[config.mk]
export PLATFORM = sky130hd
export DESIGN_NAME = bounded_double_ended_queue_top
export DESIGN_NICKNAME = d
export VERILOG_FILES = /design/src/hw/rtl/dedq_pkg.sv /design/src/hw/rtl/dedq_ram.sv /design/src/hw/rtl/dedq_ctrl.sv /design/src/hw/rtl/dedq_dp.sv /design/src/hw/rtl/bounded_double_ended_queue_top.sv
export SDC_FILE = /design/constraint.sdc
export NUM_CORES = 1
export LEC_CHECK = 0
export BUFFER_PORTS_ARGS = -buffer_cell sky130_fd_sc_hd__buf_2
export CELL_PAD_IN_SITES_DETAIL_PLACEMENT = 1
export CELL_PAD_IN_SITES_GLOBAL_PLACEMENT = 1
export CORE_ASPECT_RATIO = 1.75
export CORE_MARGIN = 2
export CORE_UTILIZATION = 45
export CTS_CLUSTER_SIZE = 20
export DETAILED_ROUTE_END_ITERATION = 16
export GPL_ROUTABILITY_DRIVEN = 0
export PLACE_DENSITY_LB_ADDON = 0.05
export SYNTH_ARGS = -nofsm -noshare
export SYNTH_HDL_FRONTEND = slang
export SYNTH_SLANG_ARGS = --single-unit
[constraint.sdc]
create_clock -name clk -period 5.6 [get_ports clk]
set_input_delay 0.28 -clock clk [delete_from_list [all_inputs] [get_ports clk]]
set_output_delay 0.28 -clock clk [all_outputs]
set_load 0.02 [all_outputs]
[src/hw/rtl/dedq_pkg.sv]
// ----------------------------------------------------------------------------
// dedq_pkg
// Shared types and operation codes for the bounded double-ended queue.
// ----------------------------------------------------------------------------
package dedq_pkg;

	// operation codes carried by an input word
	localparam logic [2:0] OP_NONE      = 3'd0;
	localparam logic [2:0] OP_INS_FRONT = 3'd1;
	localparam logic [2:0] OP_INS_BACK  = 3'd2;
	localparam logic [2:0] OP_REM_FRONT = 3'd3;
	localparam logic [2:0] OP_REM_BACK  = 3'd4;

	localparam int OP_W    = 3;
	localparam int VALUE_W = 32;
	localparam int COUNT_W = 5;

	typedef enum logic [1:0] {
		ST_IDLE,
		ST_READ,
		ST_LOAD
	} state_t;

	// controller -> datapath
	typedef struct packed {
		logic exec;   // accept word, update pointers, write store
		logic load;   // capture result into output register
	} cmd_t;

	// datapath -> controller
	typedef struct packed {
		logic slot_free;  // output register empty or being drained
	} sts_t;

endpackage

[src/hw/rtl/dedq_ram.sv]
// ----------------------------------------------------------------------------
// dedq_ram
// Generic RAM: one write port, two read ports, registered read data.
// ----------------------------------------------------------------------------
module dedq_ram #(
	parameter int WIDTH = 32,
	parameter int DEPTH = 16,
	parameter int AW    = $clog2(DEPTH)
) (
	input  logic             clk,
	input  logic             we,
	input  logic [AW-1:0]    waddr,
	input  logic [WIDTH-1:0] wdata,
	input  logic [AW-1:0]    raddr_a,
	input  logic [AW-1:0]    raddr_b,
	output logic [WIDTH-1:0] rdata_a,
	output logic [WIDTH-1:0] rdata_b
);

	logic [WIDTH-1:0] mem_q [DEPTH];

	always_ff @(posedge clk) begin
		if (we) begin
			mem_q[waddr] <= wdata;
		end
		rdata_a <= mem_q[raddr_a];
		rdata_b <= mem_q[raddr_b];
	end

endmodule

[src/hw/rtl/dedq_ctrl.sv]
// ----------------------------------------------------------------------------
// dedq_ctrl
// Sequencer: accept a word, wait for the store read, hand off the result.
// ----------------------------------------------------------------------------
module dedq_ctrl
	import dedq_pkg::*;
(
	input  logic clk,
	input  logic arst_n,
	input  logic in_valid,
	output logic in_stall,
	input  sts_t sts,
	output cmd_t cmd
);

	state_t state_q;
	state_t state_d;

	always_ff @(posedge clk or negedge arst_n) begin
		if (!arst_n) begin
			state_q <= ST_IDLE;
		end else begin
			state_q <= state_d;
		end
	end

	always_comb begin
		state_d  = state_q;
		cmd      = '0;
		in_stall = 1'b1;
		unique case (state_q)
			ST_IDLE: begin
				in_stall = 1'b0;
				if (in_valid) begin
					cmd.exec = 1'b1;
					state_d  = ST_READ;
				end
			end
			ST_READ: begin
				// store read of new head/back is in flight
				state_d = ST_LOAD;
			end
			ST_LOAD: begin
				if (sts.slot_free) begin
					cmd.load = 1'b1;
					state_d  = ST_IDLE;
				end
			end
			default: begin
				state_d = ST_IDLE;
			end
		endcase
	end

endmodule

[src/hw/rtl/dedq_dp.sv]
// ----------------------------------------------------------------------------
// dedq_dp
// Datapath: head/tail pointers, count, item store and output register.
// ----------------------------------------------------------------------------
module dedq_dp
	import dedq_pkg::*;
#(
	parameter int DEPTH      = 16,
	parameter int DATA_WIDTH = 32
) (
	input  logic               clk,
	input  logic               arst_n,
	input  cmd_t               cmd,
	output sts_t               sts,
	input  logic [OP_W-1:0]    operation,
	input  logic [VALUE_W-1:0] value,
	output logic               out_valid,
	input  logic               out_stall,
	output logic [VALUE_W-1:0] front_item,
	output logic [VALUE_W-1:0] back_item,
	output logic [COUNT_W-1:0] item_count,
	output logic               is_empty,
	output logic               is_full,
	output logic               rejected
);

	localparam int PTR_W = $clog2(DEPTH);
	localparam int CNT_W = $clog2(DEPTH + 1);
	localparam logic [PTR_W-1:0] LAST = PTR_W'(DEPTH - 1);
	localparam logic [CNT_W-1:0] FULL_CNT = CNT_W'(DEPTH);

	logic [PTR_W-1:0] head_q, tail_q;
	logic [CNT_W-1:0] count_q;
	logic             rej_q;
	logic             out_valid_q;

	logic [PTR_W-1:0] head_inc, head_dec, tail_inc, tail_dec;
	logic             full, empty;
	logic             ins, rem;
	logic             we;
	logic [PTR_W-1:0] waddr;
	logic [DATA_WIDTH-1:0] wdata, rdata_a, rdata_b;

	assign head_inc = (head_q == LAST) ? '0 : head_q + 1'b1;
	assign head_dec = (head_q == '0) ? LAST : head_q - 1'b1;
	assign tail_inc = (tail_q == LAST) ? '0 : tail_q + 1'b1;
	assign tail_dec = (tail_q == '0) ? LAST : tail_q - 1'b1;

	assign full  = (count_q == FULL_CNT);
	assign empty = (count_q == '0);

	assign ins = (operation == OP_INS_FRONT) || (operation == OP_INS_BACK);
	assign rem = (operation == OP_REM_FRONT) || (operation == OP_REM_BACK);

	assign we    = cmd.exec && ins && !full;
	assign waddr = (operation == OP_INS_FRONT) ? head_dec : tail_q;
	assign wdata = DATA_WIDTH'(value);

	dedq_ram #(
		.WIDTH (DATA_WIDTH),
		.DEPTH (DEPTH),
		.AW    (PTR_W)
	) u_store (
		.clk     (clk),
		.we      (we),
		.waddr   (waddr),
		.wdata   (wdata),
		.raddr_a (head_q),
		.raddr_b (tail_dec),
		.rdata_a (rdata_a),
		.rdata_b (rdata_b)
	);

	// pointer and count update on accept
	always_ff @(posedge clk or negedge arst_n) begin
		if (!arst_n) begin
			head_q  <= '0;
			tail_q  <= '0;
			count_q <= '0;
			rej_q   <= 1'b0;
		end else if (cmd.exec) begin
			rej_q <= (ins && full) || (rem && empty);
			unique case (operation)
				OP_INS_FRONT: begin
					if (!full) begin
						head_q  <= head_dec;
						count_q <= count_q + 1'b1;
					end
				end
				OP_INS_BACK: begin
					if (!full) begin
						tail_q  <= tail_inc;
						count_q <= count_q + 1'b1;
					end
				end
				OP_REM_FRONT: begin
					if (!empty) begin
						head_q  <= head_inc;
						count_q <= count_q - 1'b1;
					end
				end
				OP_REM_BACK: begin
					if (!empty) begin
						tail_q  <= tail_dec;
						count_q <= count_q - 1'b1;
					end
				end
				default: begin
				end
			endcase
		end
	end

	assign sts.slot_free = !out_valid_q || !out_stall;

	always_ff @(posedge clk or negedge arst_n) begin
		if (!arst_n) begin
			out_valid_q <= 1'b0;
		end else if (cmd.load) begin
			out_valid_q <= 1'b1;
		end else if (!out_stall) begin
			out_valid_q <= 1'b0;
		end
	end

	always_ff @(posedge clk) begin
		if (cmd.load) begin
			front_item <= empty ? '0 : VALUE_W'(rdata_a);
			back_item  <= empty ? '0 : VALUE_W'(rdata_b);
			item_count <= COUNT_W'(count_q);
			is_empty   <= empty;
			is_full    <= full;
			rejected   <= rej_q;
		end
	end

	assign out_valid = out_valid_q;

	// count never passes capacity
	a_count_bound: assert property (@(posedge clk) disable iff (!arst_n)
		count_q <= FULL_CNT)
		else $error("count above capacity");

	// store is never written while full
	a_no_write_full: assert property (@(posedge clk) disable iff (!arst_n)
		we |-> !full)
		else $error("write into full store");

	// accepted insert into non-full queue grows the count by one
	a_ins_count: assert property (@(posedge clk) disable iff (!arst_n)
		(cmd.exec && ins && !full) |=> (count_q == $past(count_q) + 1'b1))
		else $error("insert did not bump count");

	// a new result only appears after a load command
	a_valid_src: assert property (@(posedge clk) disable iff (!arst_n)
		$rose(out_valid_q) |-> $past(cmd.load))
		else $error("output valid without load");

endmodule

[src/hw/rtl/bounded_double_ended_queue_top.sv]
// ----------------------------------------------------------------------------
// bounded_double_ended_queue_top
// Bounded double-ended queue on a circular store, one result word per input.
// ----------------------------------------------------------------------------
// Each input word carries an operation (none, insert front, insert back,
// remove front, remove back) and a value; each one produces exactly one
// result word with the front and back items after the step (zero when
// empty), the item count, empty/full flags and a rejected flag for an
// insert into a full queue or a removal from an empty one. Unused operation
// codes act as none. The accept cycle updates the pointers and writes the
// store, and the next cycle reads the new front and back entries through
// the store's registered read ports before the result is loaded. The
// result sits in an output register, so the next word is accepted as soon
// as the previous result has moved into it, even if that result is still
// waiting downstream. No clearing pass after reset: only held entries are
// ever reported.
// ----------------------------------------------------------------------------
module bounded_double_ended_queue_top
	import dedq_pkg::*;
#(
	parameter int DEPTH      = 16,
	parameter int DATA_WIDTH = 32
) (
	input  logic               clk,
	input  logic               arst_n,
	// input channel
	input  logic               in_valid,
	output logic               in_stall,
	input  logic [OP_W-1:0]    operation,
	input  logic [VALUE_W-1:0] value,
	// output channel
	output logic               out_valid,
	input  logic               out_stall,
	output logic [VALUE_W-1:0] front_item,
	output logic [VALUE_W-1:0] back_item,
	output logic [COUNT_W-1:0] item_count,
	output logic               is_empty,
	output logic               is_full,
	output logic               rejected
);

	cmd_t cmd;
	sts_t sts;

	// sequencer: accept -> read -> load
	dedq_ctrl u_ctrl (
		.clk      (clk),
		.arst_n   (arst_n),
		.in_valid (in_valid),
		.in_stall (in_stall),
		.sts      (sts),
		.cmd      (cmd)
	);

	// pointers, store and output register
	dedq_dp #(
		.DEPTH      (DEPTH),
		.DATA_WIDTH (DATA_WIDTH)
	) u_dp (
		.clk        (clk),
		.arst_n     (arst_n),
		.cmd        (cmd),
		.sts        (sts),
		.operation  (operation),
		.value      (value),
		.out_valid  (out_valid),
		.out_stall  (out_stall),
		.front_item (front_item),
		.back_item  (back_item),
		.item_count (item_count),
		.is_empty   (is_empty),
		.is_full    (is_full),
		.rejected   (rejected)
	);

endmodule

# --- Word level (Yosys, flattened, before mapping) ---
# Memory sizes are Yosys's and may differ from the RTL's. A register that Yosys moved wholly into a read port is not among the register bits.
# Cells that the tools add are included.
totals:
  ff_bits: 89
  ram_bits: 512
  input_bits: 39
  output_inout_bits: 74
  elab_cells: 87
  n_memories: 1
memory_table:
  columns: ["memory", "depth", "width", "read_ports", "rd_ports_with_merged_regs", "wr", "line_no", "rtl"]
  rows:
  - ["u_dp.u_store.mem_q", 16, 32, 2, 2, 1, "dedq_ram.sv:20", "logic [WIDTH-1:0] mem_q [DEPTH];"]
classes:
  add_sub_neg: 6
  eq_ne: 18
  muxes: 26
  reduce_logical: 24
ops:
  columns: ["op", "n"]
  rows:
  - ["$mux 4", 9]
  - ["$ne 2x2->1 const B", 8]
  - ["$pmux 4 s2", 2]
  - ["$reduce_and 4->1", 3]
  - ["$mux 5", 2]
  - ["$pmux 5 s2", 1]
  - ["$mux 1", 9]
  - ["$add 4x1->4 const B", 2]
  - ["$eq 4x4->1 const B", 2]
  - ["$logic_not 4->1", 2]
  - ["$sub 4x1->4 const B", 2]
  - ["$eq 3x2->1 const B", 2]
  - ["$pmux 2 s3", 1]
  - ["$reduce_bool 2->1", 3]
  - ["$add 5x1->5 const B", 1]
  - ["$eq 5x5->1 const B", 1]
  - ["$logic_not 5->1", 1]
  - ["$sub 5x1->5 const B", 1]
  - ["$logic_and 1x1->1", 4]
  - ["$logic_or 1x1->1", 4]
  - ["$mux 2", 2]
  - ["$reduce_or 2->1", 2]
  - ["$eq 3x1->1 const B", 1]
  - ["$eq 3x3->1 const B", 1]
  - ["other kinds (6)", 8]

# --- Longest topological paths before layout ---
depth:
  depth_word: 6
  ltp_mapped: 12
  depth_no_buf: 8

# --- By module ---
# Synthesis repeated with hierarchy kept, for this count alone.
unflattened:
  hier_cells: 1437
  hier_area_um2: 28154.5
by_module_without_submodules:
  columns: ["module", "n_inst", "cells_each", "area_each_um2", "seq_area_each_um2"]
  rows:
  - ["dedq_ram", 1, 1141, 24186.9, 16656.0]
  - ["dedq_dp", 1, 286, 3873.7, 2537.4]
  - ["dedq_ctrl", 1, 10, 93.8, 50.0]

# --- Worst setup path after synthesis ---
# Ideal clock, no wire load.
synth_path:
  kind: "register to register"
  startpoint: "reg u_ctrl.state_q[0]"
  endpoint: "reg u_dp.back_item[0] (enable)"
  setup_ps: 526
  arrival_ps: 4042
  required_ps: 5074
  path_slack_ps: 1032
  path_stages_with_launch: 3
  n_path_buf: 0
  period_less_slack_ps: 4568
  cell_sequence: "dfrtp_1 nand2b_1 a21oi_1"
synth_rtl:
  columns: ["element", "line_no", "rtl"]
  rows:
  - ["start, declared", "dedq_ctrl.sv:16", "state_t state_q;"]
  - ["start signal, assigned", "dedq_ctrl.sv:23", "state_q <= state_d;"]
  - ["end signal, assigned", "dedq_dp.sv:129", "back_item <= empty ? '0 : VALUE_W'(rdata_b);"]
  - ["end, declared", "dedq_dp.sv:20", "output logic [VALUE_W-1:0] back_item,"]

# --- Worst setup path after layout ---
layout_path:
  startpoint: "reg u_dp.tail_q[0]"
  endpoint: "reg u_dp.u_store.rdata_b[20], read port of u_dp.u_store.mem_q"
layout_between:
  elab_chain_cells: 2
  word_cells_on_any_way: 3
layout_rtl:
  columns: ["element", "line_no", "rtl"]
  rows:
  - ["start, declared", "dedq_dp.sv:32", "logic [PTR_W-1:0] head_q, tail_q;"]
  - ["start signal, assigned", "dedq_dp.sv:92", "tail_q <= tail_inc;"]
  - ["start signal, assigned", "dedq_dp.sv:104", "tail_q <= tail_dec;"]
  - ["$sub 4x1->4 or $logic_not 4->1 (tied branches)", "dedq_dp.sv:47", "assign tail_dec = (tail_q == '0) ? LAST : tail_q - 1'b1;"]
  - ["$mux 4 *", "dedq_dp.sv:47", null]
  - ["end, declared", "dedq_ram.sv:17", "output logic [WIDTH-1:0] rdata_b"]
# Mark *: on every way between the ends. The rest lies on a longest branch, timed or not.
# A chain may end at the register's enable or synchronous reset.

==> flow_summary.toml <==
[floorplan]
io_pins = 113
die_area_sq_um = 66400
core_area_sq_um = 63900
rows = 123
start_util_pct = 45.3
dieHeight_microns = 339
die_x_microns = 196

[layout]
ff_latch_area_sq_um = 19300
nFillCells = 5938
drive_gt1_share_pct = 25.7
utilization_pct = 51.3
multi_input_area_sq_um = 9240
layout.cells.non_filler = 2682
syn2layout_area_growth_pct = 13.3
final_nets = 1863
diodes = 0

[drt]
routedWlPerCell_microns = 32.0
drt_pass1_iterations = 7
num_vias = 16900
wl_mm = 85.8
drtIter0Drc = 1103
vias_per_cell = 6.31
ant_nets = 0
drc = 0

[setup_path]
reg2reg_depth = 8
critPathMaxFanout = 75
r2r_end = "u_dp.u_store.rdata_b[20]$_DFF_P_"
timing.rr.start = "u_dp.tail_q[0]$_DFFE_PN0P_"
cp-end-kind = "register"
cp-start-kind = "register"
cp.arrival_ns = 4.25
r2r_slack_ns = 1.85
crit_type = "register to register"
critPathRequiredTime_ns = 6.11

[sta]
setup-violations-final = 0
slew_viol_final = 0
tightest_slew_ns = 1.21
fin_crit_sh_pct = 66.9
timing.fmax_mhz = 267
clock-skew-final_ns = 0.0208
hold_viol_final = 0
period_minus_slack_ns = 3.75
fin_tns_setup_ns = 0
rsz0062_at_grt = "no"
relSlewSlack_pct = 18.6

[global_routing]
grt_usage_pct = 26.4
grt_pass1_vias = 18300
grt_max_degree = 124
grt_remaining_overflow = 0
grt_pass1_wl_mm = 125
antenna_found_initial = 1

[power]
ir_drop_uv = 489
leakage_nw = 10.9
combPwrFrac_pct = 42.9
powerDensity_nw_per_um2 = 570
switching_share_pct = 37.5
clkPwrFrac_pct = 23.4
p_seq_share_pct = 33.7
p_int_w = 0.0117
p_switching_w = 0.00700

[min_path]
min_path_cells = 3
hold_start = "in_valid"
hold_path_end = "u_ctrl.state_q[0]$_DFFE_PN0P_"
hp-class = "input port to register"

[synth]
yosysMostFrequentCell = "edfxtp_1"
synthTopCellsByCount = "584 x edfxtp_1, 182 x mux4_2, 124 x nand2_1"
synth_area_leaders = "edfxtp_1 61%, mux4_2 14%, dfxtp_1 4.4%, mux2i_1 3.2%, nand2_1 1.6%"
synth_seq_area_share_pct = 66.5
ys_warn_count = 0
syn_area_sq_um = 28900
syn_area_per_cell_sq_um = 17.1
synthCells = 1694
synth_top_flop_cell = "edfxtp_1"
ys_ff_latch = 665
synth_area_leader_cell = "edfxtp_1"
synth_nets = 1741
yosysUniqueCellTypes = 67
synth_edf_count = 584
synth_top_area_share_pct = 60.6
ys_async_sr_fraction_pct = 2.56

[status]
outcome = "finished, final reports clean"

[place]
dp_hpwl_mm = 49.2
io_buffers = 112
place_inst = 2554

[clocking]
cts.htree.levels = 3
cts_buffers = 66
numClockSinks = 665
clk_pin_slew_ns = 0.07
cts_tree = "done"
cts-root-buf = "clkbuf_16"
clk_latency_ns = 0.63
clock_path_buffers = 3
post_cts_resize_count = 0
cts_setup_buffers = 0

[flow_run]
cap_violations = 0
kinds of logic (layout without fill, tap and decap cells):
family | after synthesis | count (layout) | share of synthesized area, %
XOR/XNOR | 14 | 14 | 0.450
buffers and inverters | 128 | 304 | 2.23
AND/OR/NAND/NOR | 314 | 314 | 5.22
flip-flops | 665 | 665 | 66.5
adder cells (fa/ha/maj) | 8 | 8 | 0.372
multiplexers | 299 | 299 | 18.8
AO/OA/AOI/OAI | 266 | 266 | 6.36
registers in the layout, indices dropped and copies added, names as in the netlist, 2 cells and up:
| register | flops |
|---|---|
| u_dp.u_store.mem_q | 512 |
| u_dp.back_item | 32 |
| u_dp.front_item | 32 |
| u_dp.u_store.rdata_a | 32 |
| u_dp.u_store.rdata_b | 32 |
| u_dp.count_q | 5 |
| u_dp.item_count | 5 |
| u_dp.head_q | 4 |
| u_dp.tail_q | 4 |
| u_ctrl.state_q | 2 |
power groups by stage:
stage	combinational, W	sequential [W]	clock [W]
finish	0.00801	0.00630	0.00437
global route	0.00855	0.00634	0.00463
CTS	0.00810	0.00630	0.00447
detailed placement	0.00806	0.00640	0
global placement	0.00799	0.00639	0
floorplan	0.00537	0.00643	0
what timing repair did:
item / 4_1_cts / 5_1_grt
setup endpoints to repair: 0 / 0
hold buffers: 6 / 0
hold endpoints to repair: 43 / 0
worst max path at each step:
stage	from	endpoint	slack [ns]
floorplan	u_ctrl.state_q[0]$_DFFE_PN0P_	u_dp.back_item[0]$_SDFFCE_PN0P_	1.03
global placement	u_dp.tail_q[1]$_DFFE_PN0P_	u_dp.u_store.rdata_b[20]$_DFF_P_	1.86
detailed placement	u_dp.tail_q[1]$_DFFE_PN0P_	u_dp.u_store.rdata_b[20]$_DFF_P_	1.81
CTS	u_dp.count_q[0]$_DFFE_PN0P_	u_dp.u_store.mem_q[3][0]$_DFFE_PP_	1.81
global route	u_dp.tail_q[1]$_DFFE_PN0P_	u_dp.u_store.rdata_b[20]$_DFF_P_	1.55
finish	u_dp.tail_q[0]$_DFFE_PN0P_	u_dp.u_store.rdata_b[20]$_DFF_P_	1.85
critical path: stages (launching register included):
cell      delay [ns]
dfrtp_1         0.38
clkinv_1        0.16
ha_1            0.54
or3b_1          0.58
nand2_8         0.70
buf_4           0.38
mux4_2          0.53
a22oi_1         0.20
nand3_1         0.09
metal layers:
layer	up-vias	GRT usage (%)	share of wire (%)
met5	-	0	0.015
met4	2	11.5	4.0
met3	163	3.68	4.6
met2	528	46.9	53
met1	9103	32.0	39
li1	7131	-	-
stage by stage:
stage | cell area (sq um) | power [W] | hold WS (ns) | setup WS (ns)
floorplan | 28900 | 0.0118 | -0.0156 | 1.03
global placement | 30600 | 0.0144 | 0.260 | 1.86
detailed placement | 30600 | 0.0145 | 0.264 | 1.81
CTS | 32800 | 0.0189 | 0.00200 | 1.81
global route | 32800 | 0.0195 | 0.0364 | 1.55
finish | 32800 | 0.0187 | 0.0308 | 1.85
final cells by class:
| class | instances | share of cell area (%) |
|---|---|---|
| clock buffers | 93 | 5.60 |
| clock inverters | 29 | 0.756 |
| inverters | 13 | 0.160 |
| multi-input cells | 901 | 28.2 |
| flip-flops and latches | 665 | 58.7 |
| well taps | 812 | 3.10 |
| repair buffers | 169 | 3.48 |
cells in the final DEF, fill, tap and decap left out, types with 4 or more instances in the layout:
master,count
clkinv_1,14
nor3_1,4
xnor2_1,11
nor2_1,18
dfxtp_1,64
clkbuf_8,6
nand2_1,124
buf_12,11
a21oi_1,57
nor2b_1,69
mux2_2,14
a22oi_1,52
mux2i_1,93
a211oi_1,7
mux4_2,182
o21ai_0,36
inv_6,5
edfxtp_1,584
dfrtp_1,14
buf_4,40
o211ai_1,30
a21o_1,6
mux4_1,10
nand2b_1,5
clkbuf_16,67
a221o_1,5
ha_1,7
nand3_1,55
clkbuf_1,20
nor2_4,21
a31oi_1,12
inv_1,10
clkinv_2,6
dlygate4sd3_1,6
a221oi_1,25
buf_2,112
o211a_1,5
Power figures use the tool's default switching activity.
